===== src/hdl/lfukvc_pkg.sv =====
// ----------------------------------------------------------------------------
// lfukvc_pkg
// Shared types and constants for the LFU key-value cache.
// ----------------------------------------------------------------------------
package lfukvc_pkg;

  localparam int KeyW = 32;
  localparam int ValW = 32;
  localparam int CfgW = 5;

  // Request operation codes
  localparam logic OpGet = 1'b0;
  localparam logic OpPut = 1'b1;

  // Value returned by a get that misses (-1)
  localparam logic signed [ValW-1:0] ReadMiss = '1;

  typedef struct packed {
    logic                   operation;
    logic signed [KeyW-1:0] key;
    logic signed [ValW-1:0] value;
  } req_t;

  typedef struct packed {
    logic                   hit;
    logic signed [ValW-1:0] read_value;
    logic                   evicted;
    logic signed [KeyW-1:0] evicted_key;
  } rsp_t;

  // Controller to datapath
  typedef struct packed {
    logic load;    // capture request, clear trackers
    logic scan;    // issue one read of the lookup sweep
    logic decide;  // register the update plan
    logic age;     // issue one read of the recency sweep
    logic commit;  // write the target entry
    logic emit;    // load the output register
  } ctl_cmd_t;

  // Datapath to controller
  typedef struct packed {
    logic sweep_last;  // sweep index sits on the last entry
    logic upd;         // request changes the table
    logic out_free;    // output register can take a result
  } ctl_sts_t;

endpackage


===== src/hdl/lfu_key_value_cache.sv =====
// ----------------------------------------------------------------------------
// lfu_key_value_cache
// Key-value cache with least-frequently-used replacement, oldest first
// among equal use counts.
// ----------------------------------------------------------------------------
//  channel   direction  handshake            payload
//  in        input      in_valid_i/in_stall_o    in_req_i   (req_t)
//  out       output     out_valid_o/out_stall_i  out_rsp_o  (rsp_t)
//  cfg       input      cfg_valid_i/cfg_ready_o  cfg_data_i (capacity_in_use)
//
//  One request at a time. A request that changes the table runs a lookup
//  sweep, then a recency sweep and a commit; a get miss or a put at zero
//  capacity skips both. The single read port of the entry tables sets the
//  two sweeps: one finds the key and victim, the other updates ranks.
//  Reset clears the valid bits, occupancy and sets capacity_in_use to 16.
//  A stalled result holds in the output register; the next request may
//  still be accepted and runs until its result is ready.
// ----------------------------------------------------------------------------
module lfu_key_value_cache
  import lfukvc_pkg::*;
#(
  parameter int CAPACITY    = 16,
  parameter int COUNT_WIDTH = 16
) (
  input  logic            clk_i,
  input  logic            rst_ni,
  input  logic            in_valid_i,
  output logic            in_stall_o,
  input  req_t            in_req_i,
  output logic            out_valid_o,
  input  logic            out_stall_i,
  output rsp_t            out_rsp_o,
  input  logic            cfg_valid_i,
  output logic            cfg_ready_o,
  input  logic [CfgW-1:0] cfg_data_i
);

  ctl_cmd_t        cmd;
  ctl_sts_t        sts;
  logic [CfgW-1:0] cap_q;

  // Capacity register, always writable
  assign cfg_ready_o = 1'b1;

  always_ff @(posedge clk_i or negedge rst_ni) begin
    if (!rst_ni) begin
      cap_q <= CfgW'(16);
    end else if (cfg_valid_i && cfg_ready_o) begin
      cap_q <= cfg_data_i;
    end
  end

  lfukvc_ctrl u_ctrl (
    .clk_i      (clk_i),
    .rst_ni     (rst_ni),
    .in_valid_i (in_valid_i),
    .in_stall_o (in_stall_o),
    .sts_i      (sts),
    .cmd_o      (cmd)
  );

  lfukvc_dp #(
    .CAPACITY    (CAPACITY),
    .COUNT_WIDTH (COUNT_WIDTH)
  ) u_dp (
    .clk_i       (clk_i),
    .rst_ni      (rst_ni),
    .cmd_i       (cmd),
    .sts_o       (sts),
    .req_i       (in_req_i),
    .cap_cfg_i   (cap_q),
    .out_valid_o (out_valid_o),
    .out_stall_i (out_stall_i),
    .rsp_o       (out_rsp_o)
  );

endmodule


===== src/hdl/lfukvc_ctrl.sv =====
// ----------------------------------------------------------------------------
// lfukvc_ctrl
// Request sequencer: lookup sweep, plan, recency sweep, commit, respond.
// ----------------------------------------------------------------------------
module lfukvc_ctrl
  import lfukvc_pkg::*;
(
  input  logic     clk_i,
  input  logic     rst_ni,
  input  logic     in_valid_i,
  output logic     in_stall_o,
  input  ctl_sts_t sts_i,
  output ctl_cmd_t cmd_o
);

  localparam logic [2:0] StIdle   = 3'd0;
  localparam logic [2:0] StScan   = 3'd1;
  localparam logic [2:0] StDrain  = 3'd2;
  localparam logic [2:0] StDecide = 3'd3;
  localparam logic [2:0] StAge    = 3'd4;
  localparam logic [2:0] StCommit = 3'd5;
  localparam logic [2:0] StDone   = 3'd6;

  logic [2:0] state_q, state_d;

  // Next state and commands
  always_comb begin
    state_d = state_q;
    cmd_o   = '0;
    unique case (state_q)
      StIdle: begin
        if (in_valid_i) begin
          cmd_o.load = 1'b1;
          state_d    = StScan;
        end
      end
      StScan: begin
        cmd_o.scan = 1'b1;
        if (sts_i.sweep_last) state_d = StDrain;
      end
      StDrain: begin
        state_d = StDecide;
      end
      StDecide: begin
        cmd_o.decide = 1'b1;
        state_d      = sts_i.upd ? StAge : StDone;
      end
      StAge: begin
        cmd_o.age = 1'b1;
        if (sts_i.sweep_last) state_d = StCommit;
      end
      StCommit: begin
        cmd_o.commit = 1'b1;
        state_d      = StDone;
      end
      StDone: begin
        if (sts_i.out_free) begin
          cmd_o.emit = 1'b1;
          state_d    = StIdle;
        end
      end
      default: begin
        state_d = StIdle;
      end
    endcase
  end

  always_ff @(posedge clk_i or negedge rst_ni) begin
    if (!rst_ni) begin
      state_q <= StIdle;
    end else begin
      state_q <= state_d;
    end
  end

  assign in_stall_o = (state_q != StIdle);

endmodule


===== src/hdl/lfukvc_dp.sv =====
// ----------------------------------------------------------------------------
// lfukvc_dp
// Entry tables, sweep index, lookup and victim trackers, recency update and
// output register.
// ----------------------------------------------------------------------------
module lfukvc_dp
  import lfukvc_pkg::*;
#(
  parameter int CAPACITY    = 16,
  parameter int COUNT_WIDTH = 16
) (
  input  logic            clk_i,
  input  logic            rst_ni,
  input  ctl_cmd_t        cmd_i,
  output ctl_sts_t        sts_o,
  input  req_t            req_i,
  input  logic [CfgW-1:0] cap_cfg_i,
  output logic            out_valid_o,
  input  logic            out_stall_i,
  output rsp_t            rsp_o
);

  localparam int IdxW  = $clog2(CAPACITY);
  localparam int UsedW = $clog2(CAPACITY + 1);
  localparam int CntW  = COUNT_WIDTH;

  // Entry tables
  logic [KeyW-1:0] key_mem  [CAPACITY];
  logic [ValW-1:0] val_mem  [CAPACITY];
  logic [CntW-1:0] cnt_mem  [CAPACITY];
  logic [IdxW-1:0] rank_mem [CAPACITY];

  logic [CAPACITY-1:0] valid_q;
  logic [UsedW-1:0]    used_q;

  req_t            req_q;
  logic [IdxW-1:0] idx_q;
  logic            sweep;
  logic            p_scan_q, p_age_q;
  logic [IdxW-1:0] p_addr_q;

  logic [KeyW-1:0] rd_key_q;
  logic [ValW-1:0] rd_val_q;
  logic [CntW-1:0] rd_cnt_q;
  logic [IdxW-1:0] rd_rank_q;
  logic            rd_valid;

  // Trackers of the lookup sweep
  logic            found_q;
  logic [IdxW-1:0] found_idx_q;
  logic [ValW-1:0] found_val_q;
  logic [CntW-1:0] found_cnt_q;
  logic [IdxW-1:0] found_rank_q;
  logic            vic_q;
  logic [IdxW-1:0] vic_idx_q;
  logic [CntW-1:0] vic_cnt_q;
  logic [IdxW-1:0] vic_rank_q;
  logic [KeyW-1:0] vic_key_q;
  logic            free_q;
  logic [IdxW-1:0] free_idx_q;

  // Plan
  logic            ins_q, evict_q, age_all_q;
  logic [IdxW-1:0] tgt_q, ref_rank_q;
  logic [ValW-1:0] plan_val_q;
  logic [CntW-1:0] plan_cnt_q;
  rsp_t            plan_rsp_q;

  logic            d_upd, d_ins, d_evict, d_age_all;
  logic [IdxW-1:0] d_tgt, d_ref;
  logic [ValW-1:0] d_val;
  logic [CntW-1:0] d_cnt;
  rsp_t            d_rsp;
  logic [UsedW-1:0] cap_eff;
  logic            is_put;
  logic            full;
  logic [CntW-1:0] cnt_inc;

  logic            out_valid_q;
  rsp_t            out_rsp_q;

  logic            rank_we;
  logic [IdxW-1:0] rank_wd;

  assign sweep    = cmd_i.scan | cmd_i.age;
  assign rd_valid = valid_q[p_addr_q];

  // Advance the sweep index, wrap after the last entry
  always_ff @(posedge clk_i or negedge rst_ni) begin
    if (!rst_ni) begin
      idx_q    <= '0;
      p_scan_q <= 1'b0;
      p_age_q  <= 1'b0;
    end else begin
      p_scan_q <= cmd_i.scan;
      p_age_q  <= cmd_i.age;
      if (sweep) begin
        idx_q <= sts_o.sweep_last ? '0 : idx_q + IdxW'(1);
      end
    end
  end

  always_ff @(posedge clk_i) begin
    p_addr_q <= idx_q;
    if (cmd_i.load) req_q <= req_i;
  end

  // Key, value and count tables: registered read, write at commit
  always_ff @(posedge clk_i) begin
    rd_key_q <= key_mem[idx_q];
    rd_val_q <= val_mem[idx_q];
    rd_cnt_q <= cnt_mem[idx_q];
    if (cmd_i.commit) begin
      key_mem[tgt_q] <= req_q.key;
      val_mem[tgt_q] <= plan_val_q;
      cnt_mem[tgt_q] <= plan_cnt_q;
    end
  end

  // Recency: target becomes newest, entries newer than reference (or all) age
  always_comb begin
    rank_we = 1'b0;
    rank_wd = rd_rank_q + IdxW'(1);
    if (p_age_q) begin
      if (p_addr_q == tgt_q) begin
        rank_we = 1'b1;
        rank_wd = '0;
      end else if (rd_valid && (age_all_q || (rd_rank_q < ref_rank_q))) begin
        rank_we = 1'b1;
      end
    end
  end

  always_ff @(posedge clk_i) begin
    rd_rank_q <= rank_mem[idx_q];
    if (rank_we) rank_mem[p_addr_q] <= rank_wd;
  end

  // Lookup sweep: first match, victim, first free slot
  always_ff @(posedge clk_i or negedge rst_ni) begin
    if (!rst_ni) begin
      found_q <= 1'b0;
      vic_q   <= 1'b0;
      free_q  <= 1'b0;
    end else if (cmd_i.load) begin
      found_q <= 1'b0;
      vic_q   <= 1'b0;
      free_q  <= 1'b0;
    end else if (p_scan_q) begin
      if (rd_valid && (rd_key_q == req_q.key) && !found_q) found_q <= 1'b1;
      if (rd_valid) vic_q <= 1'b1;
      if (!rd_valid) free_q <= 1'b1;
    end
  end

  always_ff @(posedge clk_i) begin
    if (p_scan_q) begin
      if (rd_valid && (rd_key_q == req_q.key) && !found_q) begin
        found_idx_q  <= p_addr_q;
        found_val_q  <= rd_val_q;
        found_cnt_q  <= rd_cnt_q;
        found_rank_q <= rd_rank_q;
      end
      if (rd_valid && (!vic_q || (rd_cnt_q < vic_cnt_q) ||
                       ((rd_cnt_q == vic_cnt_q) && (rd_rank_q > vic_rank_q)))) begin
        vic_idx_q  <= p_addr_q;
        vic_cnt_q  <= rd_cnt_q;
        vic_rank_q <= rd_rank_q;
        vic_key_q  <= rd_key_q;
      end
      if (!rd_valid && !free_q) free_idx_q <= p_addr_q;
    end
  end

  // Plan the update from the sweep results
  always_comb begin
    if (int'(cap_cfg_i) > CAPACITY) cap_eff = UsedW'(CAPACITY);
    else                            cap_eff = UsedW'(cap_cfg_i);
    is_put  = (req_q.operation == OpPut);
    full    = (used_q >= cap_eff);
    cnt_inc = (&found_cnt_q) ? found_cnt_q : found_cnt_q + CntW'(1);

    d_upd     = 1'b0;
    d_ins     = 1'b0;
    d_evict   = 1'b0;
    d_age_all = 1'b0;
    d_tgt     = found_idx_q;
    d_ref     = found_rank_q;
    d_val     = found_val_q;
    d_cnt     = cnt_inc;

    d_rsp.hit         = found_q;
    d_rsp.read_value  = '0;
    d_rsp.evicted     = 1'b0;
    d_rsp.evicted_key = '0;

    if (!is_put) begin
      if (found_q) begin
        d_upd            = 1'b1;
        d_rsp.read_value = found_val_q;
      end else begin
        d_rsp.read_value = ReadMiss;
      end
    end else if (cap_eff != '0) begin
      d_val = req_q.value;
      if (found_q) begin
        d_upd = 1'b1;
      end else begin
        d_cnt = CntW'(1);
        if (full && vic_q) begin
          d_upd             = 1'b1;
          d_ins             = 1'b1;
          d_evict           = 1'b1;
          d_ref             = vic_rank_q;
          d_tgt             = (free_q && (free_idx_q < vic_idx_q)) ? free_idx_q : vic_idx_q;
          d_rsp.evicted     = 1'b1;
          d_rsp.evicted_key = vic_key_q;
        end else if (free_q) begin
          d_upd     = 1'b1;
          d_ins     = 1'b1;
          d_age_all = 1'b1;
          d_tgt     = free_idx_q;
        end
      end
    end
  end

  always_ff @(posedge clk_i) begin
    if (cmd_i.decide) begin
      ins_q      <= d_ins;
      evict_q    <= d_evict;
      age_all_q  <= d_age_all;
      tgt_q      <= d_tgt;
      ref_rank_q <= d_ref;
      plan_val_q <= d_val;
      plan_cnt_q <= d_cnt;
      plan_rsp_q <= d_rsp;
    end
  end

  // Commit occupancy: mark the new entry, drop the victim
  always_ff @(posedge clk_i or negedge rst_ni) begin
    if (!rst_ni) begin
      valid_q <= '0;
      used_q  <= '0;
    end else if (cmd_i.commit && ins_q) begin
      valid_q[tgt_q] <= 1'b1;
      if (evict_q && (vic_idx_q != tgt_q)) valid_q[vic_idx_q] <= 1'b0;
      if (!evict_q) used_q <= used_q + UsedW'(1);
    end
  end

  // Output register: load when free, drop when taken
  always_ff @(posedge clk_i or negedge rst_ni) begin
    if (!rst_ni) begin
      out_valid_q <= 1'b0;
    end else if (cmd_i.emit) begin
      out_valid_q <= 1'b1;
    end else if (!out_stall_i) begin
      out_valid_q <= 1'b0;
    end
  end

  always_ff @(posedge clk_i) begin
    if (cmd_i.emit) out_rsp_q <= plan_rsp_q;
  end

  assign out_valid_o = out_valid_q;
  assign rsp_o       = out_rsp_q;

  assign sts_o.sweep_last = (idx_q == IdxW'(CAPACITY - 1));
  assign sts_o.upd        = d_upd;
  assign sts_o.out_free   = !out_valid_q || !out_stall_i;

endmodule

===== config.mk =====
export PLATFORM = sky130hd
export DESIGN_NAME = lfu_key_value_cache
export DESIGN_NICKNAME = d
export VERILOG_FILES = /design/src/hdl/lfukvc_pkg.sv /design/src/hdl/lfu_key_value_cache.sv /design/src/hdl/lfukvc_ctrl.sv /design/src/hdl/lfukvc_dp.sv
export SDC_FILE = /design/constraint.sdc
export NUM_CORES = 2
export LEC_CHECK = 0
export ABC_AREA = 1
export BUFFER_PORTS_ARGS = -buffer_cell sky130_fd_sc_hd__buf_2
export CORE_UTILIZATION = 45
export DETAILED_ROUTE_END_ITERATION = 10
export PLACE_DENSITY = 0.68
export SLEW_MARGIN = 20
export SYNTH_ARGS = -nofsm -noshare
export SYNTH_HDL_FRONTEND = slang
export SYNTH_SLANG_ARGS = --single-unit

===== constraint.sdc =====
create_clock -name clk_i -period 11.7 [get_ports clk_i]
set_input_delay 0.585 -clock clk_i [delete_from_list [all_inputs] [get_ports clk_i]]
set_output_delay 0.585 -clock clk_i [all_outputs]
set_load 0.1 [all_outputs]

## Yosys cells after proc, flatten, opt, wreduce, memory -nomap -nowiden

Memories as Yosys holds them, arrays and structs flattened. A register that Yosys moved wholly into a read port is not among the register bits.
Cells that the tools add are included.

- Bits in registers: 415
- Bits in latches: 0
- Bits in writable memories: 1344
- ROM bits: 0
- Input port bits: 75
- Output and inout port bits: 69
- Word-level logic and storage cells: 191
- Memories kept: 4

- Add/sub/neg operators: 4
- Multipliers: 0
- Div/mod/pow operators: 0
- Magnitude comparators: 11
- Equality and inequality tests: 17
- Shift-type cells: 0
- Multiplexer cells: 68
- Bitwise gates (word level): 8
- Reduce and logical (&&, ||, !) cells: 40

Memories:

| memory | depth | bits a word | rd ports | clocked after Yosys merged registers in | write ports | RTL line | RTL |
|---|---|---|---|---|---|---|---|
| u_dp.key_mem | 16 | 32 | 1 | 1 | 1 | lfukvc_dp.sv:28 | `logic [KeyW-1:0] key_mem [CAPACITY];` |
| u_dp.val_mem | 16 | 32 | 1 | 1 | 1 | lfukvc_dp.sv:29 | `logic [ValW-1:0] val_mem [CAPACITY];` |
| u_dp.cnt_mem | 16 | 16 | 1 | 1 | 1 | lfukvc_dp.sv:30 | `logic [CntW-1:0] cnt_mem [CAPACITY];` |
| u_dp.rank_mem | 16 | 4 | 1 | 1 | 1 | lfukvc_dp.sv:31 | `logic [IdxW-1:0] rank_mem [CAPACITY];` |

Operator list:

| kind | count |
|---|---|
| 32-bit 2-to-1 mux | 3 |
| 16-bit 2-to-1 mux | 5 |
| 4-bit 2-to-1 mux | 13 |
| 1-bit 2-to-1 mux | 36 |
| 33-bit 2-to-1 mux | 1 |
| 32-bit == test | 1 |
| 3-bit case mux with 7 select lines | 1 |
| 16-bit by 1-bit adder with 16-bit output (second input constant) | 1 |
| 16-bit bitwise AND | 1 |
| 16-bit == test | 1 |
| 16-bit less-than comparator | 1 |
| 16-bit inverter | 1 |
| 16-bit bitwise OR | 1 |
| 16-bit AND reduction | 1 |
| 4-bit by 5-bit less-than comparator with 1-bit output (second input constant) | 3 |
| 2-bit AND reduction | 7 |
| 1-bit logical AND | 12 |
| 3-bit 2-to-1 mux | 4 |
| 2-bit inequality test (second input constant) | 5 |
| 3-bit == test (second input constant) | 3 |
| 4-bit by 1-bit adder with 4-bit output (second input constant) | 2 |
| 1-bit demux with 4-bit select | 2 |
| 4-bit by 1-bit >= comparator with 1-bit output (second input constant) | 2 |
| 4-bit less-than comparator | 2 |
| other kinds (24) | 39 |

## Logic depth before layout (Yosys ltp)

- Word-level depth: 10
- Mapped depth: 16
- Depth with buffers taken out: 16

## Modules after synthesis

From an unflattened synthesis, not the netlist that was laid out.

- Cells, all modules: 5153
- Area, all modules: 70291.2 um^2

Modules (own cells, without submodules):

| module | instances | cells each | area an instance (um^2) | sequential area each (um^2) |
|---|---|---|---|---|
| lfukvc_dp | 1 | 5081 | 69817.0 | 54036.8 |
| lfukvc_ctrl | 1 | 49 | 276.5 | 75.1 |
| lfu_key_value_cache | 1 | 23 | 197.7 | 126.4 |

## Worst setup path before layout

No wires, ideal clock.

- Path type: register to register
- From: register u_dp.found_q
- To: register u_dp.found_cnt_q[0] (enable)
- Setup time: 0.539 ns
- Data arrival time: 4.957 ns
- Data required time: 11.161 ns
- Path slack: 6.204 ns
- Stages on the path, launching flop included: 8
- Path buffers: 2
- Period minus slack after synthesis: 5.496 ns
- Cell sequence: dfrtp_1 > clkbuf_1 > inv_1 > buf_2 > nand3_1 > nor3_1 > nand3_1 > nor3_1

- Cells in the longest elaborated chain, start to end: 3

RTL lines:

| what | RTL line | RTL |
|---|---|---|
| from (decl) | lfukvc_dp.sv:49 | `logic found_q;` |
| from (signal assigned) | lfukvc_dp.sv:142 | `found_q <= 1'b0;` |
| from (signal assigned) | lfukvc_dp.sv:146 | `found_q <= 1'b0;` |
| from (signal assigned) | lfukvc_dp.sv:150 | `if (rd_valid && (rd_key_q == req_q.key) && !found_q) found_q <= 1'b1;` |
| 1-bit logical NOT | lfukvc_dp.sv:158 | `if (rd_valid && (rd_key_q == req_q.key) && !found_q) begin` |
| 1-bit logical AND | lfukvc_dp.sv:158 |  |
| 2-bit AND reduction (no source line) | n/a |  |
| to (signal assigned) | lfukvc_dp.sv:161 | `found_cnt_q <= rd_cnt_q;` |
| to (decl) | lfukvc_dp.sv:52 | `logic [CntW-1:0] found_cnt_q;` |

Every way passes these cells.
A chain may end at the register's enable or synchronous reset.

==> results.sh <==
export IMPL_die_h_um=399
export IMPL_grt_pass1_wl_um=253000
export IMPL_nets=5206
export IMPL_drc=0
export IMPL_overflow=0
export IMPL_cp_arrival_ns=5.23
export IMPL_worstSetupPathType="flip-flop to flip-flop"
export IMPL_worst_slew_pin_slew_ns=1.29
export IMPL_io_buffers=142
export IMPL_final_cell_mix="edfxtp_1, nor2_1, o21ai_0"
export IMPL_crit_fanout=202
export IMPL_synthArstFlopShare_pct=2.12
export IMPL_first_iter_violations=4839
export IMPL_final_common_cell="edfxtp_1"
export IMPL_start_util_pct=45.3
export IMPL_crit_required_ns=12.37
export IMPL_grt_pass1_vias=40100
export IMPL_setup_ws_ns=7.14
export IMPL_tns_ns=0
export IMPL_die_area_um2=159000
export IMPL_vias=41500
export IMPL_finalWorstPathRequiredPeriod_ns=4.56
export IMPL_post_cts_resized=0
export IMPL_vias_per_cell=5.67
export IMPL_leakage_nw=27.7
export IMPL_powerDensity_nw_per_um2=236
export IMPL_ys_seq_elements=1842
export IMPL_ios=144
export IMPL_synthFlopType="edfxtp_1"
export IMPL_endpoint_kind="flip-flop"
export IMPL_wl_per_cell_um=23.3
export IMPL_grt_max_degree=252
export IMPL_crit_slowest_cell="dfrtp_4"
export IMPL_cts_tree="built"
export IMPL_cts_root_buffer="clkbuf_16"
export IMPL_ys_types=45
export IMPL_die_x_um=399
export IMPL_drv_slew=0
export IMPL_fin_crit_sh_pct=38.9
export IMPL_crit_buf_inv=3
export IMPL_htree_levels=4
export IMPL_drtPass1Iterations=5
export IMPL_postSynthAreaPerCell_um2=14.4
export IMPL_antenna_left=0
export IMPL_hold_class="input port to flip-flop"
export IMPL_syn2layout_area_growth_pct=13.4
export IMPL_syn_num_nets=5031
export IMPL_finClkSkew_ns=0.0421
export IMPL_cts_buffer_depth=3
export IMPL_rows=145
export IMPL_path_common_cell="buf_4"
export IMPL_grt_setup_unrepaired="false"
export IMPL_max_stage_delay_ns=1.00
export IMPL_yosysWarningCount=0
export IMPL_drive_gt1_share_pct=9.92
export IMPL_antenna_found_initial=2
export IMPL_finalSetupViolCount=0
export IMPL_status="completed"
export IMPL_cap_violations=0
export IMPL_cts_inserted_buffers=182
export IMPL_syn_area_um2=70800
export IMPL_globalRouteTotalUtil_pct=21.3
export IMPL_path_cells="buf_4, buf_12, buf_4, mux2i_1, o22ai_1, o211ai_1, nand2_1"
export IMPL_ys_seq_area_share_pct=76.6
export IMPL_synth_edf_count=1715
export IMPL_clock_sinks=1842
export IMPL_crit_family="buffers and inverters"
export IMPL_irDropWorstVdd_uv=227
export IMPL_clock_latency_ns=0.81
export IMPL_wl_um=170000
export IMPL_coreArea_um2=156000
export IMPL_place_ws_ns=7.32
export IMPL_start_kind="flip-flop"
export IMPL_globalplace_congestion=0.888
export IMPL_path_clk_slew_ns=0.06
export IMPL_slew_headroom_pct=14.2
export IMPL_clock_fmax_mhz=220
export IMPL_cts_setup_buffers=0
export IMPL_dp_hpwl_um=84300
export IMPL_hold_viol=0
export IMPL_synthCells=4921
export IMPL_holdBufCountCts=70
==> synthesized netlist by cell type, types with 2 or more instances <==
cell type	n	area share [%]
nand2_1	405	2.1
nand3_2	2	0.028
o21ai_1	43	0.30
nand4_1	22	0.19
o21bai_1	11	0.12
o211ai_1	185	2.0
inv_2	2	0.011
o21ai_0	454	3.2
nor3_1	17	0.12
clkbuf_1	180	0.95
o22ai_1	92	0.81
mux2_2	2	0.032
xnor2_1	9	0.11
dfrtp_1	38	1.3
inv_1	221	1.2
mux2i_1	244	3.5
buf_6	2	0.032
nand3_1	116	0.82
nor2_1	666	3.5
edfxtp_1	1715	73
or2_2	6	0.053
buf_2	63	0.45
ha_1	35	0.62
o221ai_1	152	1.9
a21oi_1	73	0.52
buf_1	6	0.032
clkinv_1	3	0.016
xor2_1	19	0.24
buf_4	35	0.37
dfxtp_1	88	2.5
==> state kept, by name (all words and copies together), names as in the netlist, 5 cells and up <==
| signal | flops |
|---|---|
| u_dp.found_val_q | 32 |
| u_dp.plan_val_q | 32 |
| u_dp.rank_mem | 64 |
| u_dp.req_q | 64 |
| cap_q | 5 |
| u_dp.rsp_o | 66 |
| u_dp.rd_val_q | 32 |
| u_dp.val_mem | 512 |
| u_dp.valid_q | 16 |
| u_dp.key_mem | 512 |
| u_dp.vic_cnt_q | 16 |
| u_dp.rd_key_q | 32 |
| u_dp.used_q | 5 |
| u_dp.rd_cnt_q | 16 |
| u_dp.found_cnt_q | 16 |
| u_dp.cnt_mem | 256 |
| u_dp.vic_key_q | 32 |
| u_dp.plan_rsp_q | 66 |
| u_dp.plan_cnt_q | 16 |
==> path summary, 6_finish.rpt <==
path	startpoint	to	slack (ns)	cells after the start
min in group asynchronous	rst_ni	cap_q[3]	0.35	2
worst min-delay path	cfg_data_i[2]	cap_q[2]	0.05	2
worst max-delay path	u_dp.idx_q[0]	u_dp.rd_key_q[23]	7.14	7
worst max register to register	u_dp.idx_q[0]	u_dp.rd_key_q[23]	7.14	7
worst min register to register	u_dp.rd_val_q[7]	u_dp.found_val_q[7]	0.40	0
max in group asynchronous	rst_ni	u_dp.idx_q[3]	10.85	2
==> through the flow <==
stage          std cells  cell area, µm²  hold WS [ns]  total power, mW  util [%]
4_1_cts             7310           80300       0.00463             19.0      51.4
3_5_place_dp        6900           73500         0.389             13.1      47.0
6_report            7311           80300        0.0529             18.9      51.4
3_3_place_gp        6899           73500         0.386             13.0      47.0
5_1_grt             7311           80300        0.0330             19.8      51.4
2_1_floorplan       4921           70800         0.289             11.8         -
==> cell families (layout without fill, tap and decap cells) <==
kind of cell,Yosys count,count (layout),share of synthesized area (%)
simple gates,1240,1240,7.00
compound gates,1015,1015,8.86
xor+xnor,28,28,0.346
flops,1842,1842,76.6
buf+inv,513,844,3.04
mux,247,247,3.50
other cells,1,2,0.00530
fa+ha+maj,35,35,0.619
==> worst register-to-register path, delay by kind of cell, from the launching register on <==
kind                   cells  cell delay (ns)
buffers and inverters      3             2.77
DFF                        1             1.00
AOI/OAI and AO/OA          2             0.32
muxes                      1             0.30
and+or+nand+nor            1             0.07
==> routing by layer <==
metal	global-route usage (%)	vias to the layer above	wire length [µm]
met5	0	-	0
met4	6.64	0	4390
met3	3.31	280	13500
met2	34.5	1738	81700
met1	29.5	20800	70700
li1	-	18700	-
==> layout make-up <==
type | count | area [µm²]
sequential | 1842 | 54300
clock inverter | 87 | 1010
clock buffer | 253 | 5060
timing repair buffer | 277 | 1950
inverter | 227 | 872
multi-input combinational | 2566 | 14600
fill | 12700 | 75900
tap | 2058 | 2570
antenna | 1 | 2.50
==> power by group <==
part,switching [mW],internal [mW],total (mW)
combinational,3.18,1.37,4.55
clock,2.46,3.41,5.87
sequential,0.532,7.97,8.50
total,6.17,12.8,18.9
Note: power is estimated with default switching activity, not from simulation.
